File: src/sv/assert_macros.svh
// Assertion macros shared by the frame parser modules
`ifndef ASSERT_MACROS_SVH
`define ASSERT_MACROS_SVH

// Check a property on every clock edge outside reset
`define TDFP_ASSERT(lbl, clk, rst_n, prop) \
    lbl: assert property (@(posedge clk) disable iff (!rst_n) (prop)) \
        else $error("%m: assertion failed");

// Check that a condition is followed by an outcome on the next edge
`define TDFP_ASSERT_NEXT(lbl, clk, rst_n, cond, outcome) \
    lbl: assert property (@(posedge clk) disable iff (!rst_n) (cond) |=> (outcome)) \
        else $error("%m: assertion failed");

`endif

File: src/sv/tdfp_pkg.sv
// Types, constants and helper functions of the date/time frame parser
`timescale 1ns / 1ps

package tdfp_pkg;

    localparam int QUEUE_DEPTH = 4;
    localparam int QPTR_W      = $clog2(QUEUE_DEPTH);
    localparam int QCNT_W      = $clog2(QUEUE_DEPTH + 1);

    localparam int DATE_FIELDS = 6;
    localparam int DIGIT_SLOTS = 2 * DATE_FIELDS;
    localparam int SLOT_W      = $clog2(DIGIT_SLOTS);

    localparam logic [7:0] START_BYTE     = 8'hFF;
    localparam logic [4:0] TAG_FIRST_MASK = 5'h1F;
    localparam logic [7:0] ASCII_ZERO     = 8'h30;
    localparam logic [7:0] ASCII_NINE     = 8'h39;
    localparam logic [7:0] NUL_BYTE       = 8'h00;

    localparam logic CFG_TAG_VALUE  = 1'b0;
    localparam logic CFG_TAG_LENGTH = 1'b1;

    typedef struct packed {
        logic              finish;
        logic [SLOT_W-1:0] slot;
        logic [7:0]        data;
        logic              ok;
        logic [6:0]        length;
    } cmd_t;

    function automatic logic is_digit(input logic [7:0] c);
        return (c >= ASCII_ZERO) && (c <= ASCII_NINE);
    endfunction

    function automatic logic [6:0] pair_value(input logic [7:0] a, input logic [7:0] b);
        logic [6:0] tens;
        logic [6:0] units;
        tens  = 7'(a[3:0]);
        units = 7'(b[3:0]);
        if (!is_digit(a))
        begin
            return 7'd0;
        end
        if (!is_digit(b))
        begin
            return tens;
        end
        return 7'(tens * 7'd10) + units;
    endfunction

endpackage

File: src/sv/tlv_datetime_frame_parser.sv
// Top level of the TLV date/time frame parser
// Takes one byte every cycle while the four-entry command queue has room.
// A result passes the command queue, behind older commands, then the result register.
// A held result stops the queue at the next checksum command; a full queue drops in_ready.
// Reset clears the frame state, the tag registers (length one) and the date fields.
`timescale 1ns / 1ps

module tlv_datetime_frame_parser
#(
    parameter int TAG_BYTES = 4
)
(
    input  logic        clk,
    input  logic        rst_n,
    input  logic        cfg_valid,
    output logic        cfg_ready,
    input  logic        cfg_index,
    input  logic [31:0] cfg_data,
    input  logic        in_valid,
    output logic        in_ready,
    input  logic [7:0]  rx_byte,
    output logic        out_valid,
    input  logic        out_ready,
    output logic        checksum_ok,
    output logic [6:0]  day,
    output logic [6:0]  month,
    output logic [6:0]  year,
    output logic [6:0]  hour,
    output logic [6:0]  minute,
    output logic [6:0]  second
);

    tdfp_pkg::cmd_t push_cmd;
    tdfp_pkg::cmd_t head;
    logic           push;
    logic           pop;
    logic           queue_full;
    logic           queue_empty;

    assign cfg_ready = 1'b1;

    tdfp_front #(
        .TAG_BYTES (TAG_BYTES)
    ) u_front (
        .clk        (clk),
        .rst_n      (rst_n),
        .cfg_valid  (cfg_valid),
        .cfg_index  (cfg_index),
        .cfg_data   (cfg_data),
        .in_valid   (in_valid),
        .in_ready   (in_ready),
        .rx_byte    (rx_byte),
        .queue_full (queue_full),
        .push       (push),
        .push_cmd   (push_cmd)
    );

    tdfp_queue u_queue (
        .clk      (clk),
        .rst_n    (rst_n),
        .push     (push),
        .push_cmd (push_cmd),
        .pop      (pop),
        .head     (head),
        .empty    (queue_empty),
        .full     (queue_full)
    );

    tdfp_back u_back (
        .clk         (clk),
        .rst_n       (rst_n),
        .queue_empty (queue_empty),
        .head        (head),
        .pop         (pop),
        .out_valid   (out_valid),
        .out_ready   (out_ready),
        .checksum_ok (checksum_ok),
        .day         (day),
        .month       (month),
        .year        (year),
        .hour        (hour),
        .minute      (minute),
        .second      (second)
    );

endmodule

File: src/sv/tdfp_queue.sv
// Short command queue between the frame front end and the field back end
`timescale 1ns / 1ps
`include "assert_macros.svh"

module tdfp_queue
(
    input  logic            clk,
    input  logic            rst_n,
    input  logic            push,
    input  tdfp_pkg::cmd_t  push_cmd,
    input  logic            pop,
    output tdfp_pkg::cmd_t  head,
    output logic            empty,
    output logic            full
);

    tdfp_pkg::cmd_t                     slot_reg [tdfp_pkg::QUEUE_DEPTH];
    logic [tdfp_pkg::QPTR_W-1:0]        wr_ptr_reg;
    logic [tdfp_pkg::QPTR_W-1:0]        wr_ptr_next;
    logic [tdfp_pkg::QPTR_W-1:0]        rd_ptr_reg;
    logic [tdfp_pkg::QPTR_W-1:0]        rd_ptr_next;
    logic [tdfp_pkg::QCNT_W-1:0]        count_reg;
    logic [tdfp_pkg::QCNT_W-1:0]        count_next;

    assign empty = (count_reg == '0);
    assign full  = (count_reg == tdfp_pkg::QCNT_W'(tdfp_pkg::QUEUE_DEPTH));
    assign head  = slot_reg[rd_ptr_reg];

    always_comb
    begin
        wr_ptr_next = push ? wr_ptr_reg + tdfp_pkg::QPTR_W'(1) : wr_ptr_reg;
        rd_ptr_next = pop  ? rd_ptr_reg + tdfp_pkg::QPTR_W'(1) : rd_ptr_reg;
        count_next  = count_reg;
        if (push && !pop)
        begin
            count_next = count_reg + tdfp_pkg::QCNT_W'(1);
        end
        else if (pop && !push)
        begin
            count_next = count_reg - tdfp_pkg::QCNT_W'(1);
        end
    end

    always_ff @(posedge clk or negedge rst_n)
    begin
        if (!rst_n)
        begin
            wr_ptr_reg <= '0;
            rd_ptr_reg <= '0;
            count_reg  <= '0;
        end
        else
        begin
            wr_ptr_reg <= wr_ptr_next;
            rd_ptr_reg <= rd_ptr_next;
            count_reg  <= count_next;
        end
    end

    always_ff @(posedge clk)
    begin
        if (push)
        begin
            slot_reg[wr_ptr_reg] <= push_cmd;
        end
    end

    `TDFP_ASSERT(a_no_push_when_full, clk, rst_n, !(push && full))
    `TDFP_ASSERT(a_no_pop_when_empty, clk, rst_n, !(pop && empty))
    `TDFP_ASSERT(a_count_bound, clk, rst_n, count_reg <= tdfp_pkg::QCNT_W'(tdfp_pkg::QUEUE_DEPTH))

endmodule

File: src/sv/tdfp_front.sv
// Front end: byte intake, frame state, tag check, checksum and digit routing
`timescale 1ns / 1ps

module tdfp_front
#(
    parameter int TAG_BYTES = 4
)
(
    input  logic            clk,
    input  logic            rst_n,
    input  logic            cfg_valid,
    input  logic            cfg_index,
    input  logic [31:0]     cfg_data,
    input  logic            in_valid,
    output logic            in_ready,
    input  logic [7:0]      rx_byte,
    input  logic            queue_full,
    output logic            push,
    output tdfp_pkg::cmd_t  push_cmd
);

    localparam int TPOS_W = $clog2(TAG_BYTES + 1);

    localparam logic [2:0] PH_IDLE = 3'd0;
    localparam logic [2:0] PH_TAG1 = 3'd1;
    localparam logic [2:0] PH_TAGN = 3'd2;
    localparam logic [2:0] PH_LEN  = 3'd3;
    localparam logic [2:0] PH_DATA = 3'd4;
    localparam logic [2:0] PH_CSUM = 3'd5;

    logic [31:0]       tag_value_reg;
    logic [2:0]        tag_length_reg;

    logic [2:0]        phase_reg;
    logic [2:0]        phase_next;
    logic [7:0]        xor_reg;
    logic [7:0]        xor_next;
    logic [6:0]        length_reg;
    logic [6:0]        length_next;
    logic [6:0]        pos_reg;
    logic [6:0]        pos_next;
    logic [2:0]        field_reg;
    logic [2:0]        field_next;
    logic [1:0]        sub_reg;
    logic [1:0]        sub_next;
    logic [TPOS_W-1:0] tag_pos_reg;
    logic [TPOS_W-1:0] tag_pos_next;
    logic [7:0]        tag_reg  [TAG_BYTES];
    logic [7:0]        tag_next [TAG_BYTES];

    logic [7:0]        got_byte  [8];
    logic [7:0]        want_byte [8];
    logic              tag_match;
    logic              accept;
    logic              tag_room;

    assign in_ready = !queue_full;
    assign accept   = in_valid && in_ready;
    assign tag_room = (tag_pos_reg < TPOS_W'(TAG_BYTES));

    for (genvar k = 0; k < 8; k++)
    begin : g_pad
        if (k < TAG_BYTES)
        begin : g_got
            assign got_byte[k] = tag_reg[k];
        end
        else
        begin : g_got_zero
            assign got_byte[k] = 8'h00;
        end
        if (k < 4)
        begin : g_want
            assign want_byte[k] = tag_value_reg[31 - 8 * k -: 8];
        end
        else
        begin : g_want_zero
            assign want_byte[k] = 8'h00;
        end
    end

    always_comb
    begin
        tag_match = 1'b1;
        for (int k = 0; k < 8; k++)
        begin
            if ((4'(k) < {1'b0, tag_length_reg}) && (want_byte[k] != got_byte[k]))
            begin
                tag_match = 1'b0;
            end
        end
    end

    always_comb
    begin
        phase_next   = phase_reg;
        xor_next     = xor_reg;
        length_next  = length_reg;
        pos_next     = pos_reg;
        field_next   = field_reg;
        sub_next     = sub_reg;
        tag_pos_next = tag_pos_reg;
        tag_next     = tag_reg;
        push         = 1'b0;
        push_cmd     = '0;
        push_cmd.slot   = {field_reg, sub_reg[0]};
        push_cmd.data   = rx_byte;
        push_cmd.length = length_reg;
        push_cmd.ok     = (xor_reg == rx_byte) && tag_match;

        if (accept)
        begin
            unique case (phase_reg)
                PH_IDLE:
                begin
                    if (rx_byte == tdfp_pkg::START_BYTE)
                    begin
                        xor_next     = tdfp_pkg::START_BYTE;
                        length_next  = '0;
                        pos_next     = '0;
                        field_next   = '0;
                        sub_next     = '0;
                        tag_pos_next = '0;
                        for (int k = 0; k < TAG_BYTES; k++)
                        begin
                            tag_next[k] = 8'h00;
                        end
                        phase_next   = PH_TAG1;
                    end
                end
                PH_TAG1, PH_TAGN:
                begin
                    if ((phase_reg == PH_TAGN)
                        || (rx_byte[4:0] == tdfp_pkg::TAG_FIRST_MASK))
                    begin
                        xor_next = xor_reg ^ rx_byte;
                        for (int k = 0; k < TAG_BYTES; k++)
                        begin
                            if (tag_pos_reg == TPOS_W'(k))
                            begin
                                tag_next[k] = rx_byte;
                            end
                        end
                        if ((phase_reg == PH_TAG1) || rx_byte[7])
                        begin
                            if (tag_room)
                            begin
                                tag_pos_next = tag_pos_reg + TPOS_W'(1);
                            end
                            phase_next = PH_TAGN;
                        end
                        else
                        begin
                            phase_next = PH_LEN;
                        end
                    end
                    else
                    begin
                        phase_next = PH_IDLE;
                    end
                end
                PH_LEN:
                begin
                    if (!rx_byte[7])
                    begin
                        xor_next    = xor_reg ^ rx_byte;
                        length_next = rx_byte[6:0];
                        phase_next  = PH_DATA;
                    end
                    else
                    begin
                        phase_next = PH_IDLE;
                    end
                end
                PH_DATA:
                begin
                    if (!tag_match)
                    begin
                        phase_next = PH_IDLE;
                    end
                    else
                    begin
                        xor_next = xor_reg ^ rx_byte;
                        if ((field_reg < 3'(tdfp_pkg::DATE_FIELDS)) && (sub_reg != 2'd2))
                        begin
                            push = 1'b1;
                        end
                        if ((8'(pos_reg) + 8'd1) >= 8'(length_reg))
                        begin
                            phase_next = PH_CSUM;
                        end
                        if (pos_reg != 7'h7F)
                        begin
                            pos_next = pos_reg + 7'd1;
                        end
                        if (field_reg < 3'(tdfp_pkg::DATE_FIELDS))
                        begin
                            if (sub_reg == 2'd2)
                            begin
                                sub_next   = 2'd0;
                                field_next = field_reg + 3'd1;
                            end
                            else
                            begin
                                sub_next = sub_reg + 2'd1;
                            end
                        end
                    end
                end
                PH_CSUM:
                begin
                    push            = 1'b1;
                    push_cmd.finish = 1'b1;
                    phase_next      = PH_IDLE;
                end
                default:
                begin
                    phase_next = PH_IDLE;
                end
            endcase
        end
    end

    always_ff @(posedge clk or negedge rst_n)
    begin
        if (!rst_n)
        begin
            tag_value_reg  <= 32'h0;
            tag_length_reg <= 3'd1;
            phase_reg      <= PH_IDLE;
            xor_reg        <= 8'h00;
            length_reg     <= '0;
            pos_reg        <= '0;
            field_reg      <= '0;
            sub_reg        <= '0;
            tag_pos_reg    <= '0;
            for (int k = 0; k < TAG_BYTES; k++)
            begin
                tag_reg[k] <= 8'h00;
            end
        end
        else
        begin
            if (cfg_valid)
            begin
                unique case (cfg_index)
                    tdfp_pkg::CFG_TAG_VALUE:  tag_value_reg  <= cfg_data;
                    tdfp_pkg::CFG_TAG_LENGTH: tag_length_reg <= cfg_data[2:0];
                    default:                  tag_value_reg  <= tag_value_reg;
                endcase
            end
            phase_reg   <= phase_next;
            xor_reg     <= xor_next;
            length_reg  <= length_next;
            pos_reg     <= pos_next;
            field_reg   <= field_next;
            sub_reg     <= sub_next;
            tag_pos_reg <= tag_pos_next;
            tag_reg     <= tag_next;
        end
    end

endmodule

File: src/sv/tdfp_back.sv
// Back end: digit store, field conversion and the result register
`timescale 1ns / 1ps
`include "assert_macros.svh"

module tdfp_back
(
    input  logic            clk,
    input  logic            rst_n,
    input  logic            queue_empty,
    input  tdfp_pkg::cmd_t  head,
    output logic            pop,
    output logic            out_valid,
    input  logic            out_ready,
    output logic            checksum_ok,
    output logic [6:0]      day,
    output logic [6:0]      month,
    output logic [6:0]      year,
    output logic [6:0]      hour,
    output logic [6:0]      minute,
    output logic [6:0]      second
);

    logic [7:0] digit_reg [tdfp_pkg::DIGIT_SLOTS];
    logic [6:0] date_reg  [tdfp_pkg::DATE_FIELDS];
    logic [6:0] date_next [tdfp_pkg::DATE_FIELDS];
    logic       out_valid_reg;
    logic       out_valid_next;
    logic       ok_reg;
    logic       finish_pop;
    logic [7:0] second_char;

    assign pop        = !queue_empty && (!head.finish || !out_valid_reg || out_ready);
    assign finish_pop = pop && head.finish;

    always_comb
    begin
        date_next   = date_reg;
        second_char = tdfp_pkg::NUL_BYTE;
        for (int f = 0; f < tdfp_pkg::DATE_FIELDS; f++)
        begin
            second_char = (head.length > 7'(3 * f + 1)) ? digit_reg[2 * f + 1]
                                                        : tdfp_pkg::NUL_BYTE;
            if (head.ok && (head.length > 7'(3 * f)))
            begin
                date_next[f] = tdfp_pkg::pair_value(digit_reg[2 * f], second_char);
            end
        end
    end

    always_comb
    begin
        out_valid_next = out_valid_reg;
        if (finish_pop)
        begin
            out_valid_next = 1'b1;
        end
        else if (out_ready)
        begin
            out_valid_next = 1'b0;
        end
    end

    always_ff @(posedge clk or negedge rst_n)
    begin
        if (!rst_n)
        begin
            out_valid_reg <= 1'b0;
            ok_reg        <= 1'b0;
            for (int f = 0; f < tdfp_pkg::DATE_FIELDS; f++)
            begin
                date_reg[f] <= 7'd0;
            end
        end
        else
        begin
            out_valid_reg <= out_valid_next;
            if (finish_pop)
            begin
                ok_reg   <= head.ok;
                date_reg <= date_next;
            end
        end
    end

    always_ff @(posedge clk)
    begin
        if (pop && !head.finish)
        begin
            digit_reg[head.slot] <= head.data;
        end
    end

    assign out_valid   = out_valid_reg;
    assign checksum_ok = ok_reg;
    assign day         = date_reg[0];
    assign month       = date_reg[1];
    assign year        = date_reg[2];
    assign hour        = date_reg[3];
    assign minute      = date_reg[4];
    assign second      = date_reg[5];

    `TDFP_ASSERT(a_finish_needs_free_output, clk, rst_n,
        !finish_pop || !out_valid_reg || out_ready)
    `TDFP_ASSERT_NEXT(a_finish_shows_result, clk, rst_n, finish_pop, out_valid_reg)
    `TDFP_ASSERT(a_slot_in_range, clk, rst_n,
        !(pop && !head.finish) || (head.slot < 4'(tdfp_pkg::DIGIT_SLOTS)))

endmodule

File: config.mk
export PLATFORM = sky130hd
export DESIGN_NAME = tlv_datetime_frame_parser
export DESIGN_NICKNAME = d
export VERILOG_FILES = /design/src/sv/tdfp_pkg.sv /design/src/sv/tlv_datetime_frame_parser.sv /design/src/sv/tdfp_queue.sv /design/src/sv/tdfp_front.sv /design/src/sv/tdfp_back.sv
export VERILOG_INCLUDE_DIRS = /design/src /design/src/sv
export SDC_FILE = /design/constraint.sdc
export NUM_CORES = 1
export LEC_CHECK = 0
export BUFFER_PORTS_ARGS = -buffer_cell sky130_fd_sc_hd__buf_2
export CAP_MARGIN = 20
export CORE_MARGIN = 1.5
export CORE_UTILIZATION = 45
export CTS_CLUSTER_DIAMETER = 60
export DETAILED_ROUTE_END_ITERATION = 6
export SLEW_MARGIN = 25
export SYNTH_ARGS = -nofsm -noshare
export SYNTH_HDL_FRONTEND = slang
export SYNTH_HIERARCHICAL = 1
export SYNTH_SLANG_ARGS = --single-unit
File: constraint.sdc
create_clock -name clk -period 4.5 [get_ports clk]
set_clock_uncertainty 0.1 [all_clocks]
set_input_delay 0.675 -clock clk [delete_from_list [all_inputs] [get_ports clk]]
set_output_delay 0.675 -clock clk [all_outputs]
set_load 0.05 [all_outputs]
==> run summary, run 1 <==
The area growth from synthesis to layout is 14.0%. Pin placement for this block handled 92 I/O pins. For the worst setup path, the data required time is 4.80 ns.

Detailed routing inserted a total of 8858 vias. The number of warnings reported in the yosys synthesis log came out at 6. The die is 188 um wide.

STA classifies the critical path endpoint as a register. Summing the sequential cell areas from Yosys gives 59.7% of the chip area. The actual transition at the worst max-transition pin is 0.755 ns.

Number of antenna violations at the first check in global routing: 0. The top achievable clock speed was 257 MHz. The tools report the total cell area at the placement stage as 16300 um^2. For met3 alone, demand over resource in global routing was 2.77%. Setup repair after global routing left no endpoint under its margin. TritonCTS built the clock tree. Hold is met by 0.0324 ns. In the final layout, the share of cells above drive strength 1 is 22.9%. For this run, global-route usage on met2 was measured as 29.8%. The cell area after layout was 17500 um^2; the sink count of the clock tree was 331. Die boundary height: 188 um. The largest single stage delay on the critical path is 0.72 ns.

The setup fix buffers added after clock tree synthesis is 0, and the CTS H-tree depth is 2. The critical path contains buffers and inverters numbering 0 combined. After clock tree synthesis, the clock-pin slew on the worst setup and hold paths is 0.06 ns.

After the flow finishes, the layout carries non-filler instances totaling 1682. The number of antenna diodes in the final layout is 0. The run gives 9176 as the via count of the first global-routing pass. After clock tree synthesis, the repair step resized 0 gates.

TritonCTS created 38 clock buffers. The worst pin sits at a relative slew slack of 49.3%. Flop-to-flop setup slack: 0.60 ns. The number of remaining DRC errors was 0; the time the final worst path needs with I/O delays and setup was 3.90 ns. The synthesized design contains 180 enable-type register cells.

The count of hold-fix buffers inserted at cts is 0, and the detailed-route vias per instance is 5.27. Share of the core filled with cells: 52.2%. Summed over all failing endpoints, the final setup total negative slack is 0 ns. Final worst slack: 0.603 ns. After synthesis the netlist holds a flip-flop and latch count of 331. The floorplan step defined a core boundary enclosing 33600 um^2.

The register with the most flip-flops in the layout has 96 of them. Setup violations remaining at the end of the flow were counted as 0. The part of the cycle the worst path needs was 86.6%. Global routing finished with a remaining overflow of 0. The effective utilization at floorplan was 45.7%; the length in cells of the worst reg-to-reg path was 10. The wire length of the first global-routing pass was 49.3 mm. In this run the worst path has a maximum fanout of 12. In the synthesized netlist the dominant register cell turns out to be sky130_fd_sc_hd__edfxtp_1.

For this run, asynchronously set or reset flops after synthesis account for 45.6%. The synthesized netlist contains 78 unique library cells. Clock tree synthesis selected as its root buffer the cell sky130_fd_sc_hd__clkbuf_16. The start of the worst register-to-register path was u_queue/rd_ptr_reg[0]$_DFFE_PN0P_.

Row generation in the floorplan step produced 67 rows. Class of the tightest hold or removal check: in2async. For this block, the initial DRC count from the detailed router was 508.

The routability congestion estimate from global placement was 0.808. STA puts the critical path data arrival time at 4.20 ns. Input and output buffers added on the ports amount to 90. The tools report the number of buffers on the longest clock path as 3. The critical-path cell with the highest stage delay is sky130_fd_sc_hd__dfrtp_1.

Total power for the finished layout comes to 9.82 mW. For the total global-route track usage, the log shows 17.6%. Summed over all cells, the static leakage comes to 7.13 nW.

The worst-case IR drop observed on VDD is 0.345 mV. The critical path goes through mux4_2 > or4_1 > or3_4 > and2_1 > ha_1 > fa_1 > a21o_1 > nand2_1 > xnor2_1 > a32o_1. In this run the most used layer during global routing was met2.

The power density over the cells came out at 560 nW/um^2. After synthesis, the mean cell area works out to 14.0 um^2. The kind of cell adding the most delay to the critical path is simple AND/OR/NAND/NOR gates. For the worst-skew pair, the clock arrives at the later sink with an insertion delay of 0.52 ns.

The critical path is of the reg2reg type. The cell area after synthesis is 15400 um^2, and the max-slew violation count is 0. Across the run, the number of max-cap violations was 0. The iteration count of the initial detailed-routing pass was 4. The number of instances in the synthesized netlist was 1096. Floorplan die area: 35300 um^2. The terminus of the critical flop-to-flop path was u_back/day[5]$_DFFE_PN0P_. The run gives 1612 as the cell count after placement. The pin count of the biggest net entering global routing was 95. In this run the remaining antenna-violating nets after routing total 0. The tools report the final hold violation count as 0. The post-synth net total was 1210. The run finished with clean final reports. The tools report the worst setup slack after placement as 0.553 ns. Dividing the detail-routed wire length by the instance count gives 17.9 um.

STA classifies the critical path startpoint as a register. For met1 alone, demand over resource in global routing was 23.7%. The tools report the total half-perimeter wirelength after legalization and detailed placement as 20.9 mm. The logs give 1318 for the net count reported at finish and 30.1 mm for the wire length reported by the detailed router.
## power by group
group,total (mW),switching [mW],leakage [nW],internal (mW)
Sequential,4.14,0.324,3.59,3.82
Combinational,2.67,1.65,2.93,1.02
Clock,3.01,1.18,0.598,1.82
## Yosys cell counts, drive strengths merged, types with 19 or more instances
master  instances  area, um^2
edfxtp        180        5410
dfrtp         150        3750
nand2          75         282
mux2           71         800
o21ai          57         297
ha             55         688
xor2           42         368
nor2           40         153
xnor2          40         350
buf            29         226
nand3          29         150
and2           28         175
inv            25        93.8
mux4           21         484
mux2i          19         190
## cell families (layout without fill, tap and decap cells)
group	Yosys count	in the layout	synth area share (%)
AO/OA/AOI/OAI	170	170	8.35
flip-flops	331	331	59.7
XOR/XNOR	82	82	4.67
AND/OR/NAND/NOR	267	267	9.10
adder cells (fa/ha/maj)	68	68	6.17
other	1	1	0.0244
buffers and inverters	66	204	2.38
multiplexers	111	111	9.58
## worst max path at each step
stage / from / to / slack (ns) / cells past startpoint
floorplan: u_queue/rd_ptr_reg[0]$_DFFE_PN0P_ / u_back/day[5]$_DFFE_PN0P_ / 0.81 / 13
global placement: u_queue/rd_ptr_reg[0]$_DFFE_PN0P_ / u_back/day[5]$_DFFE_PN0P_ / 0.65 / 10
detailed placement: u_queue/rd_ptr_reg[0]$_DFFE_PN0P_ / u_back/second[5]$_DFFE_PN0P_ / 0.55 / 12
CTS: u_queue/rd_ptr_reg[0]$_DFFE_PN0P_ / u_back/second[5]$_DFFE_PN0P_ / 0.55 / 12
global route: u_queue/rd_ptr_reg[0]$_DFFE_PN0P_ / u_back/second[5]$_DFFE_PN0P_ / 0.40 / 12
finish: u_queue/rd_ptr_reg[0]$_DFFE_PN0P_ / u_back/day[5]$_DFFE_PN0P_ / 0.60 / 10
## cell type report
cell class,instances,area (um^2)
Clock buffer,54,1060
Clock inverter,16,178
Fill cell,2864,16100
Inverter,25,93.8
Multi-Input combinational cell,699,5830
Sequential cell,331,9190
Tap cell,448,561
Timing Repair Buffer,109,624
## per-layer routing
metal  wire length (um)  up-vias
met5                  0        -
met4                551        0
met3               1000       47
met2              14500      138
met1              14000     4361
li1                   -     4312
## layout by cell type, fill, tap and decap left out, types with 25 or more instances in the layout
master,synthesis,routed
sky130_fd_sc_hd__nor2_1,39,39
sky130_fd_sc_hd__clkbuf_16,0,38
sky130_fd_sc_hd__xnor2_1,40,40
sky130_fd_sc_hd__edfxtp_1,180,180
sky130_fd_sc_hd__and2_1,28,28
sky130_fd_sc_hd__xor2_1,42,42
sky130_fd_sc_hd__nand2_1,75,75
sky130_fd_sc_hd__o21ai_0,55,55
sky130_fd_sc_hd__inv_1,25,25
sky130_fd_sc_hd__mux2_2,71,71
sky130_fd_sc_hd__nand3_1,28,28
sky130_fd_sc_hd__buf_2,8,89
sky130_fd_sc_hd__dfrtp_1,150,150
sky130_fd_sc_hd__ha_1,55,55
Note: power is estimated with default switching activity, not from simulation.
==> run 2, diff against run 1 <==
- CTS_BUF_LIST: not set -> sky130_fd_sc_hd__clkbuf_4
- GPL_ROUTABILITY_DRIVEN: not set -> 1
==> run summary, run 2 (synthesized netlist as in run 1, its figures left out) <==
The floorplan die area is 35300 um^2 (unchanged), and the critical path arrival is 4.42 ns (+0.22 ns). STA classifies the critical path endpoint as a register. The number of antenna violations at the first check in global routing was 1 (+1); the number of standard-cell rows in the floorplan was 67 (unchanged).

The run gives 0.593 ns (-0.00974 ns) as the final worst slack. Peak ir drop on the vdd network: 0.229 mV (-34%). The CTS H-tree depth is 3 (+1), and the initial DRC count is 482 (-5.1%). Net count reported at finish: 1378 (+4.6%).

The wire length of the first global-routing pass was 50.3 mm (+2.0%). Largest driver fanout on the critical path: 12 (unchanged). The flow ran to the end, and the final reports show no timing, DRC or antenna violations. The clock latency on the worst-skew pair was 0.73 ns (+0.21 ns).

In the layout the commonest cells are sky130_fd_sc_hd__edfxtp_1, sky130_fd_sc_hd__dfrtp_1, sky130_fd_sc_hd__clkbuf_4, sky130_fd_sc_hd__buf_2, sky130_fd_sc_hd__nand2_1. The routability congestion estimate from global placement was 0.808 (unchanged); the multi-input gate area in the final layout was 5830 um^2 (unchanged). The run gives 30.8 mm (+2.4%) as the wire length reported by the detailed router. The smallest hold slack is 0.0793 ns (+0.0469 ns). The time the final worst path needs with I/O delays and setup came out at 3.91 ns (+0.00974 ns). Cell count after placement: 1612 (unchanged). TritonCTS built the clock tree. The area used by sequential logic in the layout is 9190 um^2 (unchanged).

For the via count of the first global-routing pass, the log shows 9634 (+5.0%). The pin count of the biggest net entering global routing is 95 (unchanged). The tools report the share of the core filled with cells as 52.3% (+0.14 points). The effective utilization at floorplan is 45.7% (unchanged), and the share of layout cells above drive strength 1 is 28.3% (+5.4 points).

Sink count of the clock tree: 331 (unchanged). The worst setup slack after placement came out at 0.553 ns (unchanged). Setup repair after global routing left no endpoint under its margin.

The tools report the placeable core region as 33600 um^2 (unchanged). The library cell used most frequently in the layout, excluding fill and tap cells, is sky130_fd_sc_hd__edfxtp_1. The logs give 3 (unchanged) for the number of buffers on the longest clock path and 18.1% (+0.54 points) for the total global-route track usage.

The die width came out at 188 um (unchanged). The number of maximum-capacitance constraint violations was 0 (unchanged); the count of placed standard cells in the final layout, fillers left out was 1790 (+6.4%). The number of top-level pins came out at 92 (unchanged).

The iteration count of the initial detailed-routing pass came out at 5 (+1). The average wire per cell in the routed design works out to 17.2 um (-3.8%). The number of remaining DRC errors came out at 0 (unchanged).

The actual transition at the worst max-transition pin works out to 0.756 ns (+0.000256 ns). The number of buffer cells added on primary ports works out to 90 (unchanged). The run gives 89 (+130%) as the TritonCTS buffer count.

The max-slew violation count is 0 (unchanged), and the remaining number of nets flagged by the antenna check after routing is 0 (unchanged). For the top achievable clock speed, the log shows 256 MHz (-0.25%). Power density over the cells: 541 nW/um^2 (-3.4%).

The count of final setup violators is 0 (unchanged). The detailed-route vias per instance is 5.21 (-1.1%). The run gives 0 (unchanged) as the final hold violation count. The nature of the critical path startpoint is a register. The static power due to leakage is 7.28 nW (+2.2%), and the residual overflow from global routing is 0 (unchanged). The total half-perimeter wirelength after legalization and detailed placement came out at 20.9 mm (unchanged). For the setup TNS, the log shows 0 ns (unchanged).

The count of fill cells added during filler insertion is 2948 (+2.9%). The run gives 5.01 ns (+0.21 ns) as the required time of the critical path. The setup fix buffers added after clock tree synthesis was 0 (unchanged); the synthesis-to-layout area growth was 14.3%.

The clock-pin transition on the worst setup and hold timing paths is 0.07 ns (about the same). The worst hold path belongs to the class in2reg. The tools report the CTS root buffer as sky130_fd_sc_hd__clkbuf_4.

For the total via count in the routed design, the log shows 9326 (+5.3%). The die boundary height works out to 188 um (unchanged). The number of flip-flops under the largest register name works out to 96 (unchanged).

The critical path in this run is classified as reg2reg. The part of the cycle the worst path needs is 86.8% (+0.22 points), and the relative slew slack is 49.4% (+0.18 points).
-- run 2: worst max-delay path, stage by stage (launching register included) --
cell	delay, ns
sky130_fd_sc_hd__dfrtp_1	0.72
sky130_fd_sc_hd__mux4_2	0.66
sky130_fd_sc_hd__or4_1	0.57
sky130_fd_sc_hd__or3_4	0.37
sky130_fd_sc_hd__and2_1	0.18
sky130_fd_sc_hd__ha_1	0.21
sky130_fd_sc_hd__fa_1	0.40
sky130_fd_sc_hd__a21o_1	0.19
sky130_fd_sc_hd__nand2_1	0.07
sky130_fd_sc_hd__xnor2_1	0.06
sky130_fd_sc_hd__a32o_1	0.25
-- run 2: per-layer routing --
layer / wire [um] / vias up / share of wire, % / track usage (%)
li1: - / 4501 / - / -
met1: 13900 / 4583 / 45 / 23.3
met2: 15000 / 186 / 49 / 30.2
met3: 1200 / 56 / 3.9 / 3.71
met4: 712 / 0 / 2.3 / 7.32
met5: 0 / - / 0 / 0
-- run 2: power breakdown --
group	switching, mW	total [mW]	leakage, nW	internal (mW)
Sequential	0.325	4.14	3.59	3.82
Clock	1.23	2.68	0.716	1.46
Combinational	1.66	2.69	2.97	1.03
Total	3.21	9.51	7.28	6.30
-- run 2: final timing paths --
check / depth (start not counted) / from / slack [ns] / endpoint
max in group asynchronous: 3 / rst_n / 2.94 / u_front/got_byte[43]$_DFFE_PN0P_
hold / removal: 2 / cfg_data[15] / 0.08 / u_front/tag_value_reg[15]$_DFFE_PN0P_
setup reg to reg: 10 / u_queue/rd_ptr_reg[0]$_DFFE_PN0P_ / 0.59 / u_back/day[5]$_DFFE_PN0P_
hold reg to reg: 2 / u_back/minute[2]$_DFFE_PN0P_ / 0.37 / u_back/minute[2]$_DFFE_PN0P_
min in group asynchronous: 2 / rst_n / 0.40 / u_back/year[6]$_DFFE_PN0P_
setup / recovery: 10 / u_queue/rd_ptr_reg[0]$_DFFE_PN0P_ / 0.59 / u_back/day[5]$_DFFE_PN0P_
-- run 2: timing repair --
| item | CTS | global route |
|---|---|---|
| resized for setup | 0 | 0 |
| setup endpoints to repair | 0 | 0 |
| endpoints found under the hold margin | 65 | 0 |
| hold buffers | 9 | 0 |
-- run 2: layout make-up --
type | count | share of cell area [%]
repair buffers | 118 | 4.06
multi-input cells | 699 | 33.2
clock inverters | 24 | 0.633
clock buffers | 144 | 6.15
diodes | 1 | 0.0142
flip-flops and latches | 331 | 52.2
inverters | 25 | 0.534
well taps | 448 | 3.19
-- run 2: through the flow --
step | cell area [um^2] | total power, mW
after global routing | 17600 | 10.1
after CTS | 17600 | 9.67
final | 17600 | 9.51
after detailed placement | 16300 | 6.91
after floorplan | 15400 | 6.15
after global placement | 16300 | 6.86
